[config.mk]
export PLATFORM = sky130hd
export DESIGN_NAME = tsb_front
export DESIGN_NICKNAME = d
export VERILOG_FILES = /design/src/rtl/tsb_pkg.sv /design/src/rtl/tsb_front.sv
export SDC_FILE = /design/constraint.sdc
export NUM_CORES = 2
export LEC_CHECK = 0
export ABC_AREA = 1
export BUFFER_PORTS_ARGS = -buffer_cell sky130_fd_sc_hd__buf_2
export CAP_MARGIN = 20
export CORE_ASPECT_RATIO = 0.9
export CORE_UTILIZATION = 65
export CTS_CLUSTER_DIAMETER = 120
export DETAILED_ROUTE_END_ITERATION = 16
export PLACE_DENSITY = 0.95
export SETUP_SLACK_MARGIN = 0.02
export SLEW_MARGIN = 10
export SYNTH_ARGS = -nofsm -noshare
export SYNTH_HDL_FRONTEND = slang
export SYNTH_SLANG_ARGS = --single-unit
export TNS_END_PERCENT = 100
[constraint.sdc]
create_clock -name clk -period 12 [get_ports clk]
set_input_delay 2.4 -clock clk [delete_from_list [all_inputs] [get_ports clk]]
set_output_delay 2.4 -clock clk [all_outputs]
set_load 0.05 [all_outputs]
[src/rtl/tsb_pkg.sv]
// Shared types, constants and axis arithmetic for the bilinear texture sampler.
package tsb_pkg;

	// Texture size limits and coordinate format
	localparam int MAX_WIDTH       = 256;
	localparam int MAX_HEIGHT      = 256;
	localparam int MAX_TEXELS      = 65536;
	localparam int COORD_FRAC_BITS = 16;

	localparam int CF         = COORD_FRAC_BITS;
	localparam int HALF_TEXEL = 1 << (CF - 1);
	localparam int WT_SHR     = (CF >= 16) ? CF - 16 : 0;
	localparam int WT_SHL     = (CF < 16) ? 16 - CF : 0;

	localparam int DIMW_BITS  = $clog2(MAX_WIDTH + 1);
	localparam int DIMH_BITS  = $clog2(MAX_HEIGHT + 1);
	localparam int DIM_BITS   = (DIMW_BITS > DIMH_BITS) ? DIMW_BITS : DIMH_BITS;
	localparam int XB         = (MAX_WIDTH > 1) ? $clog2(MAX_WIDTH) : 1;
	localparam int YB         = (MAX_HEIGHT > 1) ? $clog2(MAX_HEIGHT) : 1;
	localparam int IDX_BITS   = (XB > YB) ? XB : YB;
	localparam int ADDR_BITS  = (MAX_WIDTH * MAX_HEIGHT > 1) ?
		$clog2(MAX_WIDTH * MAX_HEIGHT) : 1;

	localparam int TEXEL_BITS = 24;
	localparam int CFG_BITS   = 9;
	localparam int CFG_IDX_BITS = 2;
	localparam int QDEPTH     = 4;

	localparam logic [15:0] WHITE_OUT = 16'hFF00;
	localparam int          WT_ONE    = 65536;

	// Operation codes of an input word
	localparam logic [1:0] OP_WRITE    = 2'd0;
	localparam logic [1:0] OP_NEAREST  = 2'd1;
	localparam logic [1:0] OP_BILINEAR = 2'd2;
	localparam logic [1:0] OP_UNUSED   = 2'd3;

	// Register indexes
	localparam logic [CFG_IDX_BITS-1:0] REG_TEX_WIDTH  = 2'd0;
	localparam logic [CFG_IDX_BITS-1:0] REG_TEX_HEIGHT = 2'd1;

	typedef logic [DIM_BITS-1:0]  dim_t;
	typedef logic [IDX_BITS-1:0]  idx_t;
	typedef logic [ADDR_BITS-1:0] addr_t;

	typedef enum logic [1:0] {
		K_WRITE  = 2'd0,
		K_SAMPLE = 2'd1,
		K_WHITE  = 2'd2
	} kind_t;

	typedef struct packed {
		idx_t        lo;
		idx_t        hi;
		logic [15:0] wt;
	} axis_t;

	// One classified word between front and back; taps ordered 00, 10, 01, 11
	typedef struct packed {
		kind_t                   kind;
		logic                    wr_ok;
		logic [15:0]             wr_addr;
		logic [TEXEL_BITS-1:0]   wr_data;
		logic [3:0][ADDR_BITS-1:0] addr;
		logic [3:0]              oob;
		logic [15:0]             sx;
		logic [15:0]             sy;
	} item_t;

	// Nearest index: fraction of |coord| times dim gives trunc(coord*dim) mod dim
	function automatic idx_t nearest_idx(input logic [31:0] coord, input dim_t dim);
		logic [31:0]            mag;
		logic [CF+DIM_BITS-1:0] prod;
		dim_t                   r;
		dim_t                   res;
		mag  = coord[31] ? (~coord + 32'd1) : coord;
		prod = (CF + DIM_BITS)'(mag[CF-1:0]) * (CF + DIM_BITS)'(dim);
		r    = DIM_BITS'(prod >> CF);
		res  = (coord[31] && r != '0) ? dim - r : r;
		return IDX_BITS'(res);
	endfunction

	// Bilinear axis: wrap to fraction, shift by half a texel, floor and clamp
	function automatic axis_t bilin_axis(input logic [31:0] coord, input dim_t dim);
		logic [CF+DIM_BITS:0] a;
		logic [DIM_BITS:0]    t;
		logic [CF-1:0]        s;
		axis_t                r;
		a = (CF + DIM_BITS + 1)'(coord[CF-1:0]) * (CF + DIM_BITS + 1)'(dim)
			+ (CF + DIM_BITS + 1)'(HALF_TEXEL);
		t = (DIM_BITS + 1)'(a >> CF);
		s = a[CF-1:0];
		r.lo = (t == '0) ? '0 : IDX_BITS'(t - 1'b1);
		r.hi = (t >= {1'b0, dim}) ? IDX_BITS'(dim - 1'b1) : IDX_BITS'(t);
		r.wt = 16'((32'(s) >> WT_SHR) << WT_SHL);
		return r;
	endfunction

endpackage

[src/rtl/tsb_front.sv]
// Front end: accepts words, classifies them and forms texel addresses and weights.
module tsb_front import tsb_pkg::*; #(
	parameter int MAX_TEXELS_P = MAX_TEXELS
) (
	input  logic        clk,
	input  logic        arst_n,
	input  logic        in_valid,
	output logic        in_stall,
	input  logic [1:0]  op,
	input  logic [15:0] texel_index,
	input  logic [7:0]  texel_red,
	input  logic [7:0]  texel_green,
	input  logic [7:0]  texel_blue,
	input  logic signed [31:0] coord_u,
	input  logic signed [31:0] coord_v,
	input  dim_t        eff_w,
	input  dim_t        eff_h,
	input  logic        q_full,
	output logic        push,
	output item_t       push_item
);

	logic        adv;
	logic        valid_s1;
	logic [1:0]  op_s1;
	logic [15:0] idx_s1;
	logic [TEXEL_BITS-1:0] rgb_s1;
	logic [31:0] u_s1;
	logic [31:0] v_s1;

	logic        valid_s2;
	kind_t       kind_s2;
	logic [15:0] idx_s2;
	logic [TEXEL_BITS-1:0] rgb_s2;
	idx_t        x0_s2, x1_s2, y0_s2, y1_s2;
	logic [15:0] sx_s2, sy_s2;

	axis_t       ax_u, ax_v;
	idx_t        xn, yn;
	kind_t       kind_c;
	idx_t        x0_c, x1_c, y0_c, y1_c;
	logic [15:0] sx_c, sy_c;
	addr_t       row0, row1;

	assign adv      = !(valid_s2 && q_full);
	assign in_stall = !adv;

	// Stage 1: capture the word, drop unused op codes here
	always_ff @(posedge clk or negedge arst_n) begin
		if (!arst_n) begin
			valid_s1 <= 1'b0;
		end else if (adv) begin
			valid_s1 <= in_valid && (op != OP_UNUSED);
		end
	end

	always_ff @(posedge clk) begin
		if (adv) begin
			op_s1  <= op;
			idx_s1 <= texel_index;
			rgb_s1 <= {texel_red, texel_green, texel_blue};
			u_s1   <= coord_u;
			v_s1   <= coord_v;
		end
	end

	// Nearest is a bilinear tap with zero weights on the same texel
	always_comb begin
		ax_u = bilin_axis(u_s1, eff_w);
		ax_v = bilin_axis(v_s1, eff_h);
		xn   = nearest_idx(u_s1, eff_w);
		yn   = nearest_idx(v_s1, eff_h);
		if (op_s1 == OP_WRITE) begin
			kind_c = K_WRITE;
		end else if (eff_w == '0 || eff_h == '0) begin
			kind_c = K_WHITE;
		end else begin
			kind_c = K_SAMPLE;
		end
		if (op_s1 == OP_NEAREST) begin
			x0_c = xn;
			x1_c = xn;
			y0_c = yn;
			y1_c = yn;
			sx_c = '0;
			sy_c = '0;
		end else begin
			x0_c = ax_u.lo;
			x1_c = ax_u.hi;
			y0_c = ax_v.lo;
			y1_c = ax_v.hi;
			sx_c = ax_u.wt;
			sy_c = ax_v.wt;
		end
	end

	always_ff @(posedge clk or negedge arst_n) begin
		if (!arst_n) begin
			valid_s2 <= 1'b0;
		end else if (adv) begin
			valid_s2 <= valid_s1;
		end
	end

	always_ff @(posedge clk) begin
		if (adv) begin
			kind_s2 <= kind_c;
			idx_s2  <= idx_s1;
			rgb_s2  <= rgb_s1;
			x0_s2   <= x0_c;
			x1_s2   <= x1_c;
			y0_s2   <= y0_c;
			y1_s2   <= y1_c;
			sx_s2   <= sx_c;
			sy_s2   <= sy_c;
		end
	end

	// Row-major addresses of the four taps
	always_comb begin
		row0 = ADDR_BITS'(ADDR_BITS'(y0_s2) * ADDR_BITS'(eff_w));
		row1 = ADDR_BITS'(ADDR_BITS'(y1_s2) * ADDR_BITS'(eff_w));
		push_item.kind    = kind_s2;
		push_item.wr_ok   = 32'(idx_s2) < 32'(MAX_TEXELS_P);
		push_item.wr_addr = idx_s2;
		push_item.wr_data = rgb_s2;
		push_item.addr[0] = row0 + ADDR_BITS'(x0_s2);
		push_item.addr[1] = row0 + ADDR_BITS'(x1_s2);
		push_item.addr[2] = row1 + ADDR_BITS'(x0_s2);
		push_item.addr[3] = row1 + ADDR_BITS'(x1_s2);
		for (int i = 0; i < 4; i++) begin
			push_item.oob[i] = 32'(push_item.addr[i]) >= 32'(MAX_TEXELS_P);
		end
		push_item.sx = sx_s2;
		push_item.sy = sy_s2;
	end

	assign push = valid_s2 && !q_full;

endmodule

==> impl_results.md <==
* Clock tree root driver cell: clkbuf_16
* Post-route setup TNS at 0 ps
* Die area at 0.0525 mm²
* Initial antenna violation count at 3
* Worst EP arrival at 7850 ps
* Drc violations at 0
* HP Start: idx_s1[12]
* Crit-path cells: buf_2 > nand2_1 > fa_1 > fa_1 > inv_1 > fa_1 > inv_1 > fa_1 > inv_1 > ha_1 > inv_1 > xor2_1 > inv_1 > ha_1 > nand2_1 > a21oi_1 > inv_1 > nor2_1 > nand2_1 > xor2_1 > buf_2
* Req. time, crit path at 9600 ps
* Max-slew headroom at 33.4%
* Final core utilization at 70.6%
* Synth Warn # at 0
* Layout filler cell count at 3636
* RR Startpoint: u_s1[1]
* Die width at 241 µm
* Hold_ws at 411 ps
* Final-report max-slew violation count at 0
* Area contributors post-synth: fa_1 (29%), edfxtp_1 (16%), ha_1 (13%)
* Met3 usage at 9.81%
* Asr flop ratio synth at 1.09%
* Post-DP HPWL at 70100 µm
* Post-Syn Area per Cell at 7.86 µm²
* Total GRT Usage at 35.2%
* Clk buf depth at 2
* Max-Cap Viols at 0
* Setup CP Type: primary input to output port
* Grt ovf at 0
* Core area at 0.0507 mm²
* CP max FO at 36
* Die Ht at 218 µm
* Worst clock skew at 21.6 ps
* Port buffer count at 237
* Vias/cell at 5.71
* Routed length per instance at 17.4 µm
* Clk slew on worst S/H paths at 90 ps
* Final wirelength at 88400 µm
* Nets at 5364
* Critical path's largest stage delay at 740 ps
* Worst R2R Setup Slack at 3690 ps
* First-pass GRT wire length at 145000 µm
* Number of distinct library cells after synthesis at 48
* Post-synthesis compound-gate area fraction at 5.40%
* # rows at 78
* CTS tree: yes
* Main combinational cell family by area after synthesis: adder cells
* Final period utilization at 85.4%
* Post-Synth Simple-Gate Area at 19.6%
* Top Usage Layer GRT: met2
* Vias in the first global route at 30600
* I/O pin count at 273
* DR vias at 29000
* Gate Count Post-Synth at 4269
* Layout Area Growth over Synthesis at 6.65%
* Post-CTS setup buffers at 0
* Post-CTS Hold Fix Bufs at 0
* Min cycle time layout at 10250 ps
* CP max stage cell: buf_2
* Worst Reg-to-Reg Cells at 37
* Critical Path End Type: output port
* Most used cell, CP: inv_1
* Post-cts sizing count at 0
* #FFs+latches synth at 184
* DRT iter0 DRCs at 2444
* Post-Synth Adder-Cell Area at 42.1%
* Met2 GRT Util at 58.2%
* Worst hold path cell count at 0
* Critical path buffer and inverter count at 8
* Unrepaired setup endpoints after global routing: false
* Top-count cell post-synth: nand2_1
* Layout cells sized above 1 at 6.98%
* Pin count of the biggest net entering global routing at 76
* Post-Synth XOR/XNOR Area at 3.65%
* Seq/Total Area, Yosys at 16.4%
* CP startpoint kind: primary input
* Met1 Use GR at 41.2%
* # H-tree levels at 4
* Tightest Pin Transition at 999 ps
* Top_reg_cell synth: edfxtp_1
* Max frequency at 97.6 MHz
* Routability cong. at 0.963
* Final hold violation count at 0
* Critical path's top delay family: adder cells
* # diodes at 0
* Total CTS buffers at 17
* Drt first pass iters at 8
* Area leader, netlist: fa_1
* Worst hold path type: register to register
* Effective utilization at floorplan at 66.2%
* Post-synth EDFFs at 182
* Status: finished clean
* Later-pin clock latency in the skew report at 510 ps
* Final-report setup violation count at 0
* Share of the synthesized area in the top cell type at 28.9%
* Synth Cell Area at 0.0336 mm²
* Post-route ant nets at 0
* Cell types with the highest counts after synthesis: nand2_1 (1050), inv_1 (994), fa_1 (484)
* Multiplexer area fraction after synthesis at 0%
* Launch point of the critical path: eff_w[5]
* Clk sinks at 184
* Crit path depth at 21
cells in the final DEF (no fill, tap or decap), types with 14 or more instances in the layout:
cell       instances
buf_2            237
ha_1             354
edfxtp_1         182
a21oi_1          171
clkbuf_16         17
nand3b_1          14
nor3_1            30
fa_1             484
xor2_1            98
xnor2_1           38
inv_1            994
o21ai_0           87
nand4_1           33
nand2_1         1049
nor2_1           345
nand3_1          126
cell families (layout without fill, tap and decap cells):
kind of cell             after synthesis  count (layout)
buffers and inverters               1138            1277
adder cells (fa/ha/maj)              838             838
flip-flops                           184             184
other                                  2               5
XOR/XNOR                             138             138
AND/OR/NAND/NOR                     1637            1637
AO/OA/AOI/OAI                        332             332
area by class of cell:
| class | count | area [µm²] | share of cell area (%) |
|---|---|---|---|
| Sequential cell | 184 | 5520 | 15.4 |
| Timing Repair Buffer | 245 | 1250 | 3.48 |
| Clock inverter | 15 | 220 | 0.615 |
| Clock buffer | 17 | 425 | 1.19 |
| Tap cell | 680 | 851 | 2.38 |
| Inverter | 1000 | 3750 | 10.5 |
| Multi-Input combinational cell | 2950 | 23800 | 66.4 |
worst register-to-register path: cells and delay by family, from the launching register on:
family | cells | cell delay (ps)
AND/OR/NAND/NOR | 18 | 2660
buffers and inverters | 7 | 620
adder cells (fa/ha/maj) | 8 | 3270
XOR/XNOR | 2 | 480
flip-flops | 1 | 660
AO/OA/AOI/OAI | 2 | 350
sequential cells by signal (all words and copies together), names as in the netlist:
register and flops:
op_s1 2, valid_s2 1, kind_s2 2, v_s1 17, u_s1 17, x1_s2 8
sy_s2 16, rgb_s2 24, x0_s2 8, idx_s1 16, y1_s2 8, sx_s2 16
rgb_s1 24, valid_s1 1, idx_s2 16, y0_s2 8
routing by layer:
| layer | vias up | wire [µm] | share of wire [%] |
|---|---|---|---|
| met5 | - | 10 | 0.011 |
| met4 | 2 | 4800 | 5.4 |
| met3 | 464 | 10500 | 12 |
| met2 | 1797 | 41300 | 47 |
| met1 | 13600 | 31700 | 36 |
| li1 | 13100 | - | - |
through the flow:
step | setup slack (ps) | cell area, µm² | cells
finish | 1750 | 35800 | 5091
global route | 1440 | 35800 | 5091
CTS | 1890 | 35800 | 5091
detailed placement | 1890 | 35100 | 5059
global placement | 2070 | 35100 | 5059
floorplan | 1860 | 33600 | 4272
path summary, 6_finish.rpt:
path | endpoint
worst min-delay path | idx_s2[12]
max in group asynchronous | valid_s2
worst max register to register | x1_s2[6]
min in group asynchronous | valid_s1
worst min register to register | idx_s2[12]
worst max-delay path | push_item[81]
Power is not shown: default switching activity piles up to over one toggle a cycle in this logic, so the estimate is an artifact.
