--- src/rtl/tsb_pkg.sv ---
// Shared types, constants and axis arithmetic for the bilinear texture sampler.
package tsb_pkg;

	// Texture size limits and coordinate format
	localparam int MAX_WIDTH       = 256;
	localparam int MAX_HEIGHT      = 256;
	localparam int MAX_TEXELS      = 65536;
	localparam int COORD_FRAC_BITS = 16;

	localparam int CF         = COORD_FRAC_BITS;
	localparam int HALF_TEXEL = 1 << (CF - 1);
	localparam int WT_SHR     = (CF >= 16) ? CF - 16 : 0;
	localparam int WT_SHL     = (CF < 16) ? 16 - CF : 0;

	localparam int DIMW_BITS  = $clog2(MAX_WIDTH + 1);
	localparam int DIMH_BITS  = $clog2(MAX_HEIGHT + 1);
	localparam int DIM_BITS   = (DIMW_BITS > DIMH_BITS) ? DIMW_BITS : DIMH_BITS;
	localparam int XB         = (MAX_WIDTH > 1) ? $clog2(MAX_WIDTH) : 1;
	localparam int YB         = (MAX_HEIGHT > 1) ? $clog2(MAX_HEIGHT) : 1;
	localparam int IDX_BITS   = (XB > YB) ? XB : YB;
	localparam int ADDR_BITS  = (MAX_WIDTH * MAX_HEIGHT > 1) ?
		$clog2(MAX_WIDTH * MAX_HEIGHT) : 1;

	localparam int TEXEL_BITS = 24;
	localparam int CFG_BITS   = 9;
	localparam int CFG_IDX_BITS = 2;
	localparam int QDEPTH     = 4;

	localparam logic [15:0] WHITE_OUT = 16'hFF00;
	localparam int          WT_ONE    = 65536;

	// Operation codes of an input word
	localparam logic [1:0] OP_WRITE    = 2'd0;
	localparam logic [1:0] OP_NEAREST  = 2'd1;
	localparam logic [1:0] OP_BILINEAR = 2'd2;
	localparam logic [1:0] OP_UNUSED   = 2'd3;

	// Register indexes
	localparam logic [CFG_IDX_BITS-1:0] REG_TEX_WIDTH  = 2'd0;
	localparam logic [CFG_IDX_BITS-1:0] REG_TEX_HEIGHT = 2'd1;

	typedef logic [DIM_BITS-1:0]  dim_t;
	typedef logic [IDX_BITS-1:0]  idx_t;
	typedef logic [ADDR_BITS-1:0] addr_t;

	typedef enum logic [1:0] {
		K_WRITE  = 2'd0,
		K_SAMPLE = 2'd1,
		K_WHITE  = 2'd2
	} kind_t;

	typedef struct packed {
		idx_t        lo;
		idx_t        hi;
		logic [15:0] wt;
	} axis_t;

	// One classified word between front and back; taps ordered 00, 10, 01, 11
	typedef struct packed {
		kind_t                   kind;
		logic                    wr_ok;
		logic [15:0]             wr_addr;
		logic [TEXEL_BITS-1:0]   wr_data;
		logic [3:0][ADDR_BITS-1:0] addr;
		logic [3:0]              oob;
		logic [15:0]             sx;
		logic [15:0]             sy;
	} item_t;

	// Nearest index: fraction of |coord| times dim gives trunc(coord*dim) mod dim
	function automatic idx_t nearest_idx(input logic [31:0] coord, input dim_t dim);
		logic [31:0]            mag;
		logic [CF+DIM_BITS-1:0] prod;
		dim_t                   r;
		dim_t                   res;
		mag  = coord[31] ? (~coord + 32'd1) : coord;
		prod = (CF + DIM_BITS)'(mag[CF-1:0]) * (CF + DIM_BITS)'(dim);
		r    = DIM_BITS'(prod >> CF);
		res  = (coord[31] && r != '0) ? dim - r : r;
		return IDX_BITS'(res);
	endfunction

	// Bilinear axis: wrap to fraction, shift by half a texel, floor and clamp
	function automatic axis_t bilin_axis(input logic [31:0] coord, input dim_t dim);
		logic [CF+DIM_BITS:0] a;
		logic [DIM_BITS:0]    t;
		logic [CF-1:0]        s;
		axis_t                r;
		a = (CF + DIM_BITS + 1)'(coord[CF-1:0]) * (CF + DIM_BITS + 1)'(dim)
			+ (CF + DIM_BITS + 1)'(HALF_TEXEL);
		t = (DIM_BITS + 1)'(a >> CF);
		s = a[CF-1:0];
		r.lo = (t == '0) ? '0 : IDX_BITS'(t - 1'b1);
		r.hi = (t >= {1'b0, dim}) ? IDX_BITS'(dim - 1'b1) : IDX_BITS'(t);
		r.wt = 16'((32'(s) >> WT_SHR) << WT_SHL);
		return r;
	endfunction

endpackage

--- src/rtl/tsb_queue.sv ---
// Short word queue between the front and back ends.
module tsb_queue import tsb_pkg::*; (
	input  logic  clk,
	input  logic  arst_n,
	input  logic  push,
	input  item_t push_item,
	input  logic  pop,
	output item_t head,
	output logic  empty,
	output logic  full
);

	localparam int PB = (QDEPTH > 1) ? $clog2(QDEPTH) : 1;

	item_t           slot_q [QDEPTH];
	logic [PB-1:0]   wr_ptr_q;
	logic [PB-1:0]   rd_ptr_q;
	logic [PB:0]     count_q;

	assign empty = (count_q == '0);
	assign full  = (count_q == (PB + 1)'(QDEPTH));
	assign head  = slot_q[rd_ptr_q];

	always_ff @(posedge clk) begin
		if (push) begin
			slot_q[wr_ptr_q] <= push_item;
		end
	end

	always_ff @(posedge clk or negedge arst_n) begin
		if (!arst_n) begin
			wr_ptr_q <= '0;
			rd_ptr_q <= '0;
			count_q  <= '0;
		end else begin
			if (push) begin
				wr_ptr_q <= (wr_ptr_q == PB'(QDEPTH - 1)) ? '0 : wr_ptr_q + 1'b1;
			end
			if (pop) begin
				rd_ptr_q <= (rd_ptr_q == PB'(QDEPTH - 1)) ? '0 : rd_ptr_q + 1'b1;
			end
			if (push && !pop) begin
				count_q <= count_q + 1'b1;
			end else if (pop && !push) begin
				count_q <= count_q - 1'b1;
			end
		end
	end

	a_no_overflow: assert property (@(posedge clk) disable iff (!arst_n)
		push |-> (!full || pop))
		else $error("queue written while full");

	a_no_underflow: assert property (@(posedge clk) disable iff (!arst_n)
		pop |-> !empty)
		else $error("queue read while empty");

	a_count_up: assert property (@(posedge clk) disable iff (!arst_n)
		(push && !pop) |=> count_q == $past(count_q) + 1'b1)
		else $error("queue count did not advance on push");

endmodule

--- config.mk ---
export PLATFORM = sky130hd
export DESIGN_NAME = tsb_queue
export DESIGN_NICKNAME = d
export VERILOG_FILES = /design/src/rtl/tsb_pkg.sv /design/src/rtl/tsb_queue.sv
export SDC_FILE = /design/constraint.sdc
export NUM_CORES = 1
export LEC_CHECK = 0
export CAP_MARGIN = 10
export CORE_ASPECT_RATIO = 0.8
export CORE_UTILIZATION = 50
export DETAILED_ROUTE_END_ITERATION = 10
export DONT_BUFFER_PORTS = 1
export PLACE_DENSITY_LB_ADDON = 0.15
export SYNTH_ARGS = -nofsm -noshare
export SYNTH_HDL_FRONTEND = slang
export SYNTH_SLANG_ARGS = --single-unit
--- constraint.sdc ---
create_clock -name clk -period 7.9 [get_ports clk]
set_clock_uncertainty 0.1 [all_clocks]
set_input_delay 0 -clock clk [delete_from_list [all_inputs] [get_ports clk]]
set_output_delay 0 -clock clk [all_outputs]
set_load 0.1 [all_outputs]
==> metrics.md, run 1 <==
| Metric | Value |
|---|---|
| Status | complete, no violations |
| Asr flop ratio synth | 1.21% |
| GRT Total Usage | 19.3% |
| Drt total wl | 41300 um |
| Netlist Area Pre-Place | 21000 sq um |
| Clock sinks | 579 |
| Fill count | 2725 |
| Type of origin of the critical path | flop |
| Routed vias/inst | 5.69 |
| First-pass GRT wire length | 60400 um |
| Io pins | 292 |
| Cell taking the most area after synthesis | edfxtp_1 |
| Most common cell in the netlist | edfxtp_1 |
| Top cells by count, synth | edfxtp_1 (572), mux4_2 (143), buf_2 (17), buf_6 (7), dfrtp_1 (7) |
| Layout area overhead | 18.8% |
| Syn_nets | 938 |
| Worst slew pin tran | 1.04 ns |
| Via count | 8909 |
| Core area | 41000 sq um |
| Initial antenna violation count | 5 |
| Share of layout cells above drive strength 1 | 23.8% |
| Fin. Hold Viols | 0 |
| Sequential share of the synthesized area | 82.6% |
| DR top layer | met5 |
| Post-synthesis cell count | 784 |
| Nets@finish | 1127 |
| Initial Utilization | 51.2% |
| Initial DRC count | 584 |
| CTS tree | yes |
| Max Freq | 273 MHz |
| Wire per inst | 26.4 um |
| Worst hold-check path type | input pin to flop |
| # setup viols final | 0 |
| Hpwl dp | 23700 um |
| Final Worst Setup Slack | 4.24 ns |
| M1 WL | 17000 um |
| Area of the multi-input gates | 3460 sq um |
| ANT nets after route | 0 |
| FP Rows | 66 |
| Yosys cell types | 20 |
| Yosys Warn Count | 0 |
| Synthesized area per cell | 26.8 sq um |
| DR DRC count | 0 |
| Reg area | 17400 sq um |
| Max-Cap Viols | 0 |
| Crit. End Element | output port |
| H-tree depth | 2 |
| CTS root buffer | clkbuf_16 |
| Critical path fanouts, max | 51 |
| PortBufs | 0 |
| Most used DFF post-synth | edfxtp_1 |
| Slew HR | 30.4% |
| Die width | 231 um |
| 1st-pass router iterations | 5 |
| Tmin final | 3.66 ns |
| Critical Path RT | 7.80 ns |
| Later-pin clock latency in the skew report | 0.57 ns |
| R2R setup slack | 5.02 ns |
| CTS Buf Count | 54 |
| Maximum number of pins on one net before global-route repair | 86 |
| Synth Register Bits | 579 |
| GPL Wtd Cong | 0.745 |
| Cts repair resizes | 0 |
| Die area | 42800 sq um |
| RSZ-0062 raised after global routing | false |
| Top area cells in the synthesized netlist | edfxtp_1 (82%), mux4_2 (15%), dfrtp_1 (0.83%) |
| Top-area cell type share of the netlist area | 81.8% |
| Final Max Tran Viols | 0 |
| Worst-path clk slew | 0.06 ns |
| Clock Path Buffers | 3 |
| Fin crit share | 46.3% |
| Met2 routed WL | 20400 um |
| GRT overflow | 0 |
| Vias in the first global route | 9379 |
| Critical path data arrival time | 3.56 ns |
| Critical setup path kind | flop to output port |
| Metal3 WL | 3210 um |
| Setup TNS | 0 ns |
| Count of flip-flops with a built-in enable after synthesis | 572 |
| Die height | 185 um |
| Worst slack, placed | 4.69 ns |
[layer usage]
| layer | track usage [%] | vias to the layer above |
|---|---|---|
| met5 | 0 | - |
| met4 | 4.90 | 2 |
| met3 | 5.70 | 58 |
| met2 | 30.9 | 318 |
| met1 | 26.3 | 4742 |
| li1 | - | 3789 |
[layout make-up]
cell class,instances,area share [%]
diodes,4,0.0401
repair buffers,165,6.78
multi-input cells,169,13.9
clock buffers,70,5.74
clock inverters,31,1.22
flip-flops and latches,579,69.6
inverters,4,0.0602
well taps,544,2.73
[worst paths after layout]
check,from,to,depth (start not counted)
worst max register to register,rd_ptr_q[0],rd_ptr_q[0],4
worst max-delay path,rd_ptr_q[0],head[114],2
worst min-delay path,push_item[126],slot_q[2][126],1
min in group asynchronous,arst_n,count_q[0],2
max in group asynchronous,arst_n,rd_ptr_q[0],2
worst min register to register,count_q[2],count_q[2],1
[through the flow]
step | cell area, sq um | hold slack, ns | util [%] | instances
floorplan | 21000 | -0.396 | - | 784
global placement | 21600 | -0.395 | 52.7 | 1308
detailed placement | 21600 | -0.395 | 52.7 | 1308
CTS | 24900 | 0.0000508 | 60.6 | 1560
global route | 24900 | 0.0239 | 60.8 | 1563
finish | 25000 | 0.0361 | 60.8 | 1566
[logic make-up (layout without fill, tap and decap cells)]
group	Yosys count	after routing	share of synthesized area [%]
other	0	4	0
adders and majority gates	7	7	0.453
xor gates and xnor gates	3	3	0.125
muxes	146	146	15.5
DFF	579	579	82.6
AOI/OAI and AO/OA	2	2	0.0477
and+or+nand+nor	11	11	0.268
buffers and inverters	36	270	1.01
[timing repair]
item / 4_1_cts / 5_1_grt
endpoints found under the hold margin: 700 / 0
hold buffers: 151 / 0
buffers inserted: 0 / 0
[registers in the layout, summed over array words and instances, names as in the netlist]
signal    count
rd_ptr_q      2
count_q       3
wr_ptr_q      2
slot_q      572
[cell usage in the layout (no fill, tap or decap), drive strengths merged, types with 2 or more instances in the layout]
| cell type | count |
|---|---|
| mux4 | 143 |
| dlygate4sd3 | 151 |
| edfxtp | 572 |
| buf | 12 |
| nor2 | 3 |
| nand2 | 2 |
| bufinv | 6 |
| xor2 | 2 |
| inv | 5 |
| clkinvlp | 3 |
| clkbuf | 72 |
| diode | 4 |
| o21ai | 2 |
| dfrtp | 7 |
| and2 | 4 |
| mux2 | 3 |
| clkinv | 21 |
| ha | 6 |
[critical path, cell delays in order, from the launching register on]
cell and delay (ns):
dfrtp_4 1.07, buf_4 0.93, mux4_2 0.91
Power of run 1 is not shown: default switching activity piles up to over one toggle a cycle in this logic, so the estimate is an artifact.
==> inputs of run 2 (changes only) <==
Clock period 7.9 ns to 3.4 ns, I/O delays scaled along.
==> metrics.md, run 2 (synthesized netlist as in run 1, its figures left out) <==
| Metric | Value |
|---|---|
| Status | complete, no violations |
| Wire per inst | 25.4 um (-3.8%) |
| ANT nets after route | 0 (unchanged) |
| Layout area overhead | 19.4% |
| CTS Buf Count | 55 (+1.9%) |
| Initial antenna violation count | 5 (unchanged) |
| GRT overflow | 0 (unchanged) |
| H-tree depth | 2 (unchanged) |
| First-pass GRT wire length | 58900 um (-2.5%) |
| Commonest non-fill, non-tap cell in the layout | edfxtp_1 |
| Tmin final | 2.54 ns |
| GRT Total Usage | 18.6% (-0.69 points) |
| Die width | 231 um (unchanged) |
| Later-pin clock latency in the skew report | 0.56 ns (about the same) |
| Clock Path Buffers | 3 (unchanged) |
| Post-CTS Setup Bufs | 0 (unchanged) |
| Top Registers | slot_q x572, count_q x3 |
| Slew HR | 52.9% (+22 points) |
| Final Max Tran Viols | 0 (unchanged) |
| Io pins | 292 (unchanged) |
| Crit. End Element | output port |
| Hold Path Origin | push_item[46] |
| Max Freq | 394 MHz |
| Setup TNS | 0 ns (unchanged) |
| Critical setup path kind | flop to output port |
| Worst-path clk slew | 0.06 ns (about the same) |
| Cts repair resizes | 0 (unchanged) |
| Worst hold-check path type | input pin to flop |
| Most frequent cells in the layout | edfxtp_1 (572), dlygate4sd3_1 (149), mux4_2 (143) |
| Critical path fanouts, max | 51 (unchanged) |
| Fill count | 2704 (-0.77%) |
| Drt total wl | 39800 um (-3.7%) |
| Share of layout cells above drive strength 1 | 24.9% (+1.1 points) |
| Type of origin of the critical path | flop |
| Reg-to-reg startpoint | wr_ptr_q[0] |
| # setup viols final | 0 (unchanged) |
| Routed vias/inst | 5.62 (-1.3%) |
| Hpwl dp | 23500 um (-0.92%) |
| PortBufs | 0 (unchanged) |
| Layout Utilization | 61.1% (+0.28 points) |
| GPL Wtd Cong | 0.747 (+0.23%) |
| Initial DRC count | 450 (-23%) |
| Critical path data arrival time | 2.44 ns (-1.12 ns) |
| Nets@finish | 1129 (+0.18%) |
| Final Worst Setup Slack | 0.859 ns (-3.38 ns) |
| Fin crit share | 74.7% |
| CTS root buffer | clkbuf_16 |
| Initial Utilization | 51.2% (unchanged) |
| Vias in the first global route | 9424 (+0.48%) |
| Worst setup path startpoint | rd_ptr_q[0] |
| Max reg flops | 572 (unchanged) |
| Clock sinks | 579 (unchanged) |
| Max stage delay cell, worst path | mux4_2 |
| 1st-pass router iterations | 4 (-1) |
| Maximum number of pins on one net before global-route repair | 79 (-8.1%) |
| Max-Cap Viols | 0 (unchanged) |
| Top Family by Delay on Critical Path | multiplexers |
| Worst slack, placed | 1.16 ns (-3.53 ns) |
| Minimum hold slack | 0.0374 ns (+0.00132 ns) |
| Crit-path cells | buf_12 > mux4_2 |
| Die area | 42800 sq um (unchanged) |
| Fin. Hold Viols | 0 (unchanged) |
| CTS tree | yes |
| CP max stage delay | 0.86 ns (-0.21 ns) |
| Critical Path RT | 3.30 ns (-4.50 ns) |
| Core area | 41000 sq um (unchanged) |
| Reg with most FFs | slot_q |
| DR DRC count | 0 (unchanged) |
| Crit path buffers/inverters | 1 (unchanged) |
| RSZ-0062 raised after global routing | false |
| Die height | 185 um (unchanged) |
| FP Rows | 66 (unchanged) |
| Via count | 8806 (-1.2%) |
| Worst slew pin tran | 0.707 ns (-0.337 ns) |
==> run 2: changes by cell type in the layout (fill, tap and decap cells not counted), moves of 2 or more <==
cell,previous run,this run
buf_4,10,4
clkinv_2,8,15
buf_16,2,0
bufinv_16,6,4
clkinv_1,12,10
dlygate4sd3_1,151,149
clkbuf_1,15,9
clkbuf_16,57,59
buf_12,0,11
==> run 2: path summary, 6_finish.rpt <==
| path | slack, ns | to | cells after the start |
|---|---|---|---|
| worst max-delay path | 0.86 | head[48] | 2 |
| worst min-delay path | 0.04 | slot_q[3][46] | 1 |
| worst max register to register | 1.20 | slot_q[3][139] | 3 |
| min in group asynchronous | 0.25 | rd_ptr_q[1] | 2 |
| max in group asynchronous | 2.62 | rd_ptr_q[0] | 2 |
| worst min register to register | 0.42 | count_q[2] | 1 |
==> run 2: what timing repair did <==
action / in CTS / in global routing
hold endpoints to repair: 947 / 0
hold buffers: 149 / 0
endpoints found under the setup margin: 0 / 0
==> run 2: worst register-to-register path: cells and delay by family, from the launching register on <==
| family | cells | cell delay, ns |
|---|---|---|
| simple gates | 1 | 0.56 |
| fa+ha+maj | 1 | 0.18 |
| flops | 1 | 0.40 |
| buf+inv | 1 | 0.56 |
==> run 2: per-layer routing <==
layer  wire length, um  GRT usage (%)  share of wire [%]  up-vias
li1                  -              -                  -     3795
met4               746           4.61                1.9        2
met3              3260           6.30                8.2       63
met1             15900           24.6                 40     4662
met5                13              0              0.033        -
met2             19900           30.1                 50      284
==> run 2: stage by stage <==
stage / cell area [sq um] / cells
2_1_floorplan: 21000 / 784
3_3_place_gp: 21800 / 1313
3_5_place_dp: 21800 / 1313
4_1_cts: 25100 / 1564
5_1_grt: 25100 / 1565
6_report: 25100 / 1568
==> run 2: cell type report <==
| cell class | count | area, sq um | share of cell area (%) |
|---|---|---|---|
| diodes | 4 | 10.0 | 0.0399 |
| clock buffers | 66 | 1460 | 5.82 |
| clock inverters | 36 | 293 | 1.17 |
| inverters | 4 | 15.0 | 0.0599 |
| multi-input cells | 169 | 3460 | 13.8 |
| flip-flops and latches | 579 | 17400 | 69.2 |
| well taps | 544 | 681 | 2.71 |
| repair buffers | 166 | 1790 | 7.15 |
Power of run 2 is left out for the same reason.
==> inputs of run 3 (changes only) <==
Clock period 3.4 ns to 2.1 ns, I/O delays scaled along.
==> metrics.md, run 3 (synthesized netlist as in run 1, its figures left out) <==
| Metric | Value |
|---|---|
| Initial Utilization | 51.2% (unchanged) |
| Commonest non-fill, non-tap cell in the layout | edfxtp_1 |
| FP Rows | 66 (unchanged) |
| CTS Buf Count | 55 (unchanged) |
| Layout Utilization | 64.4% (+3.3 points) |
| Max-Cap Viols | 0 (unchanged) |
| Hold Path Origin | push_item[123] |
| Reg with most FFs | slot_q |
| Critical path fanouts, max | 8 (-84%) |
| Crit. End Element | output port |
| Layout area overhead | 25.9% |
| Worst hold-check path type | input pin to flop |
| Maximum number of pins on one net before global-route repair | 73 (-7.6%) |
| Max Freq | 425 MHz |
| Die width | 231 um (unchanged) |
| # setup viols final | 143 (+143) |
| Violated checks | negative setup slack |
| Max reg flops | 572 (unchanged) |
| Hpwl dp | 24200 um (+2.9%) |
| Die area | 42800 sq um (unchanged) |
| Worst slew pin tran | 0.573 ns (-0.133 ns) |
| CTS root buffer | clkbuf_16 |
| Io pins | 292 (unchanged) |
| Crit path buffers/inverters | 2 (+1) |
| Most frequent cells in the layout | edfxtp_1 (572), dlygate4sd3_1 (149), mux4_2 (143) |
| Slew HR | 61.9% (+9.0 points) |
| Wire per inst | 25.6 um (+1.1%) |
| Critical Path RT | 2.00 ns (-1.30 ns) |
| R2R setup slack | 0.28 ns (-0.92 ns) |
| Clock Path Buffers | 3 (unchanged) |
| Drt total wl | 42000 um (+5.5%) |
| Placed Area | 22900 sq um (+5.1%) |
| RSZ-0062 raised after global routing | true |
| 1st-pass router iterations | 6 (+2) |
| Core area | 41000 sq um (unchanged) |
| Top Registers | slot_q x572, count_q x3 |
| Clock sinks | 579 (unchanged) |
| Worst R2R End | slot_q[0][83] |
| Status | finished, violations left |
| Crit-path cells | buf_12 > clkbuf_16 > mux4_2 |
| GRT overflow | 0 (unchanged) |
| CTS tree | yes |
| Worst Reg-to-Reg Cells | 4 (+1) |
| Tmin final | 2.35 ns |
| H-tree depth | 2 (unchanged) |
| Hold Path Sink | slot_q[0][123] |
| Final Max Tran Viols | 0 (unchanged) |
| CP max stage delay | 0.78 ns (-0.08 ns) |
| PortBufs | 0 (unchanged) |
| DR DRC count | 0 (unchanged) |
| Via count | 9194 (+4.4%) |
| Hold depth | 1 (unchanged) |
| ANT nets after route | 0 (unchanged) |
| Fin. Hold Viols | 0 (unchanged) |
| Worst-path clk slew | 0.06 ns (about the same) |
| Die height | 185 um (unchanged) |
| Initial antenna violation count | 4 (-1) |
| GRT Total Usage | 19.7% (+1.1 points) |
| Vias in the first global route | 9850 (+4.5%) |
| GPL Wtd Cong | 0.794 (+6.3%) |
| Final Worst Setup Slack | -0.253 ns (-1.11 ns) |
| Critical setup path kind | flop to output port |
| Max stage delay cell, worst path | mux4_2 |
| Share of layout cells above drive strength 1 | 29.2% (+4.3 points) |
| First-pass GRT wire length | 62100 um (+5.4%) |
| Initial DRC count | 579 (+29%) |
| Later-pin clock latency in the skew report | 0.58 ns (+0.02 ns) |
| Final Cell Area | 26400 sq um (+5.5%) |
| Nets@finish | 1201 (+6.4%) |
| Routed vias/inst | 5.62 (about the same) |
| Type of origin of the critical path | flop |
| Top Family by Delay on Critical Path | multiplexers |
| Fin crit share | 112% |
| Reg-to-reg startpoint | wr_ptr_q[0] |
| Critical path data arrival time | 2.25 ns (-0.19 ns) |
[run 3: changes by cell type in the layout (fill, tap and decap cells not counted), moves of 3 or more]
cell,previous run,this run
buf_6,0,6
clkbuf_1,9,12
buf_4,4,8
buf_16,0,9
buf_12,11,63
clkinv_1,10,16
clkinv_2,15,9
[run 3: per-stage QoR]
stage / TNS [ns] / hold WS, ns / worst slack [ns] / cells
2_1_floorplan: -49.26 / -0.396 / -0.121 / 784
3_3_place_gp: 0 / -0.395 / 0.300 / 1369
3_5_place_dp: 0 / -0.395 / 0.289 / 1369
4_1_cts: -34.95 / 0.000254 / -0.283 / 1634
5_1_grt: -36.27 / 0.0154 / -0.298 / 1636
6_report: -26.84 / 0.0344 / -0.253 / 1637
[run 3: layout make-up]
type | count | area (sq um)
sequential | 579 | 17400
fill | 2568 | 14600
multi-input combinational | 169 | 3500
timing repair buffer | 238 | 3190
clock buffer | 69 | 1470
tap | 544 | 681
clock inverter | 30 | 211
inverter | 4 | 15.0
antenna | 4 | 10.0
[run 3: timing repair]
action	in CTS	in global routing
setup buffers	10	0
cloned	7	2
hold endpoints to repair	1158	0
setup endpoints to repair	143	143
gates resized for setup	18	2
hold buffers	149	0
[run 3: worst max path at each step]
stage | start | slack (ns) | depth (start not counted) | to
3_3_place_gp | rd_ptr_q[0] | 0.30 | 3 | head[62]
2_1_floorplan | wr_ptr_q[0] | -0.12 | 3 | slot_q[0][0]
5_1_grt | rd_ptr_q[0] | -0.30 | 3 | head[88]
3_5_place_dp | rd_ptr_q[0] | 0.29 | 3 | head[62]
4_1_cts | rd_ptr_q[0] | -0.28 | 4 | head[62]
6_report | rd_ptr_q[0] | -0.25 | 3 | head[90]
[run 3: routing by layer]
metal	vias to the layer above	GRT usage, %	part of all wire, %
met2	316	33.4	51
met3	58	5.08	7.3
met4	2	4.74	1.8
met5	-	0	0.031
li1	3950	-	-
met1	4868	25.7	40
Power of run 3 is left out for the same reason.
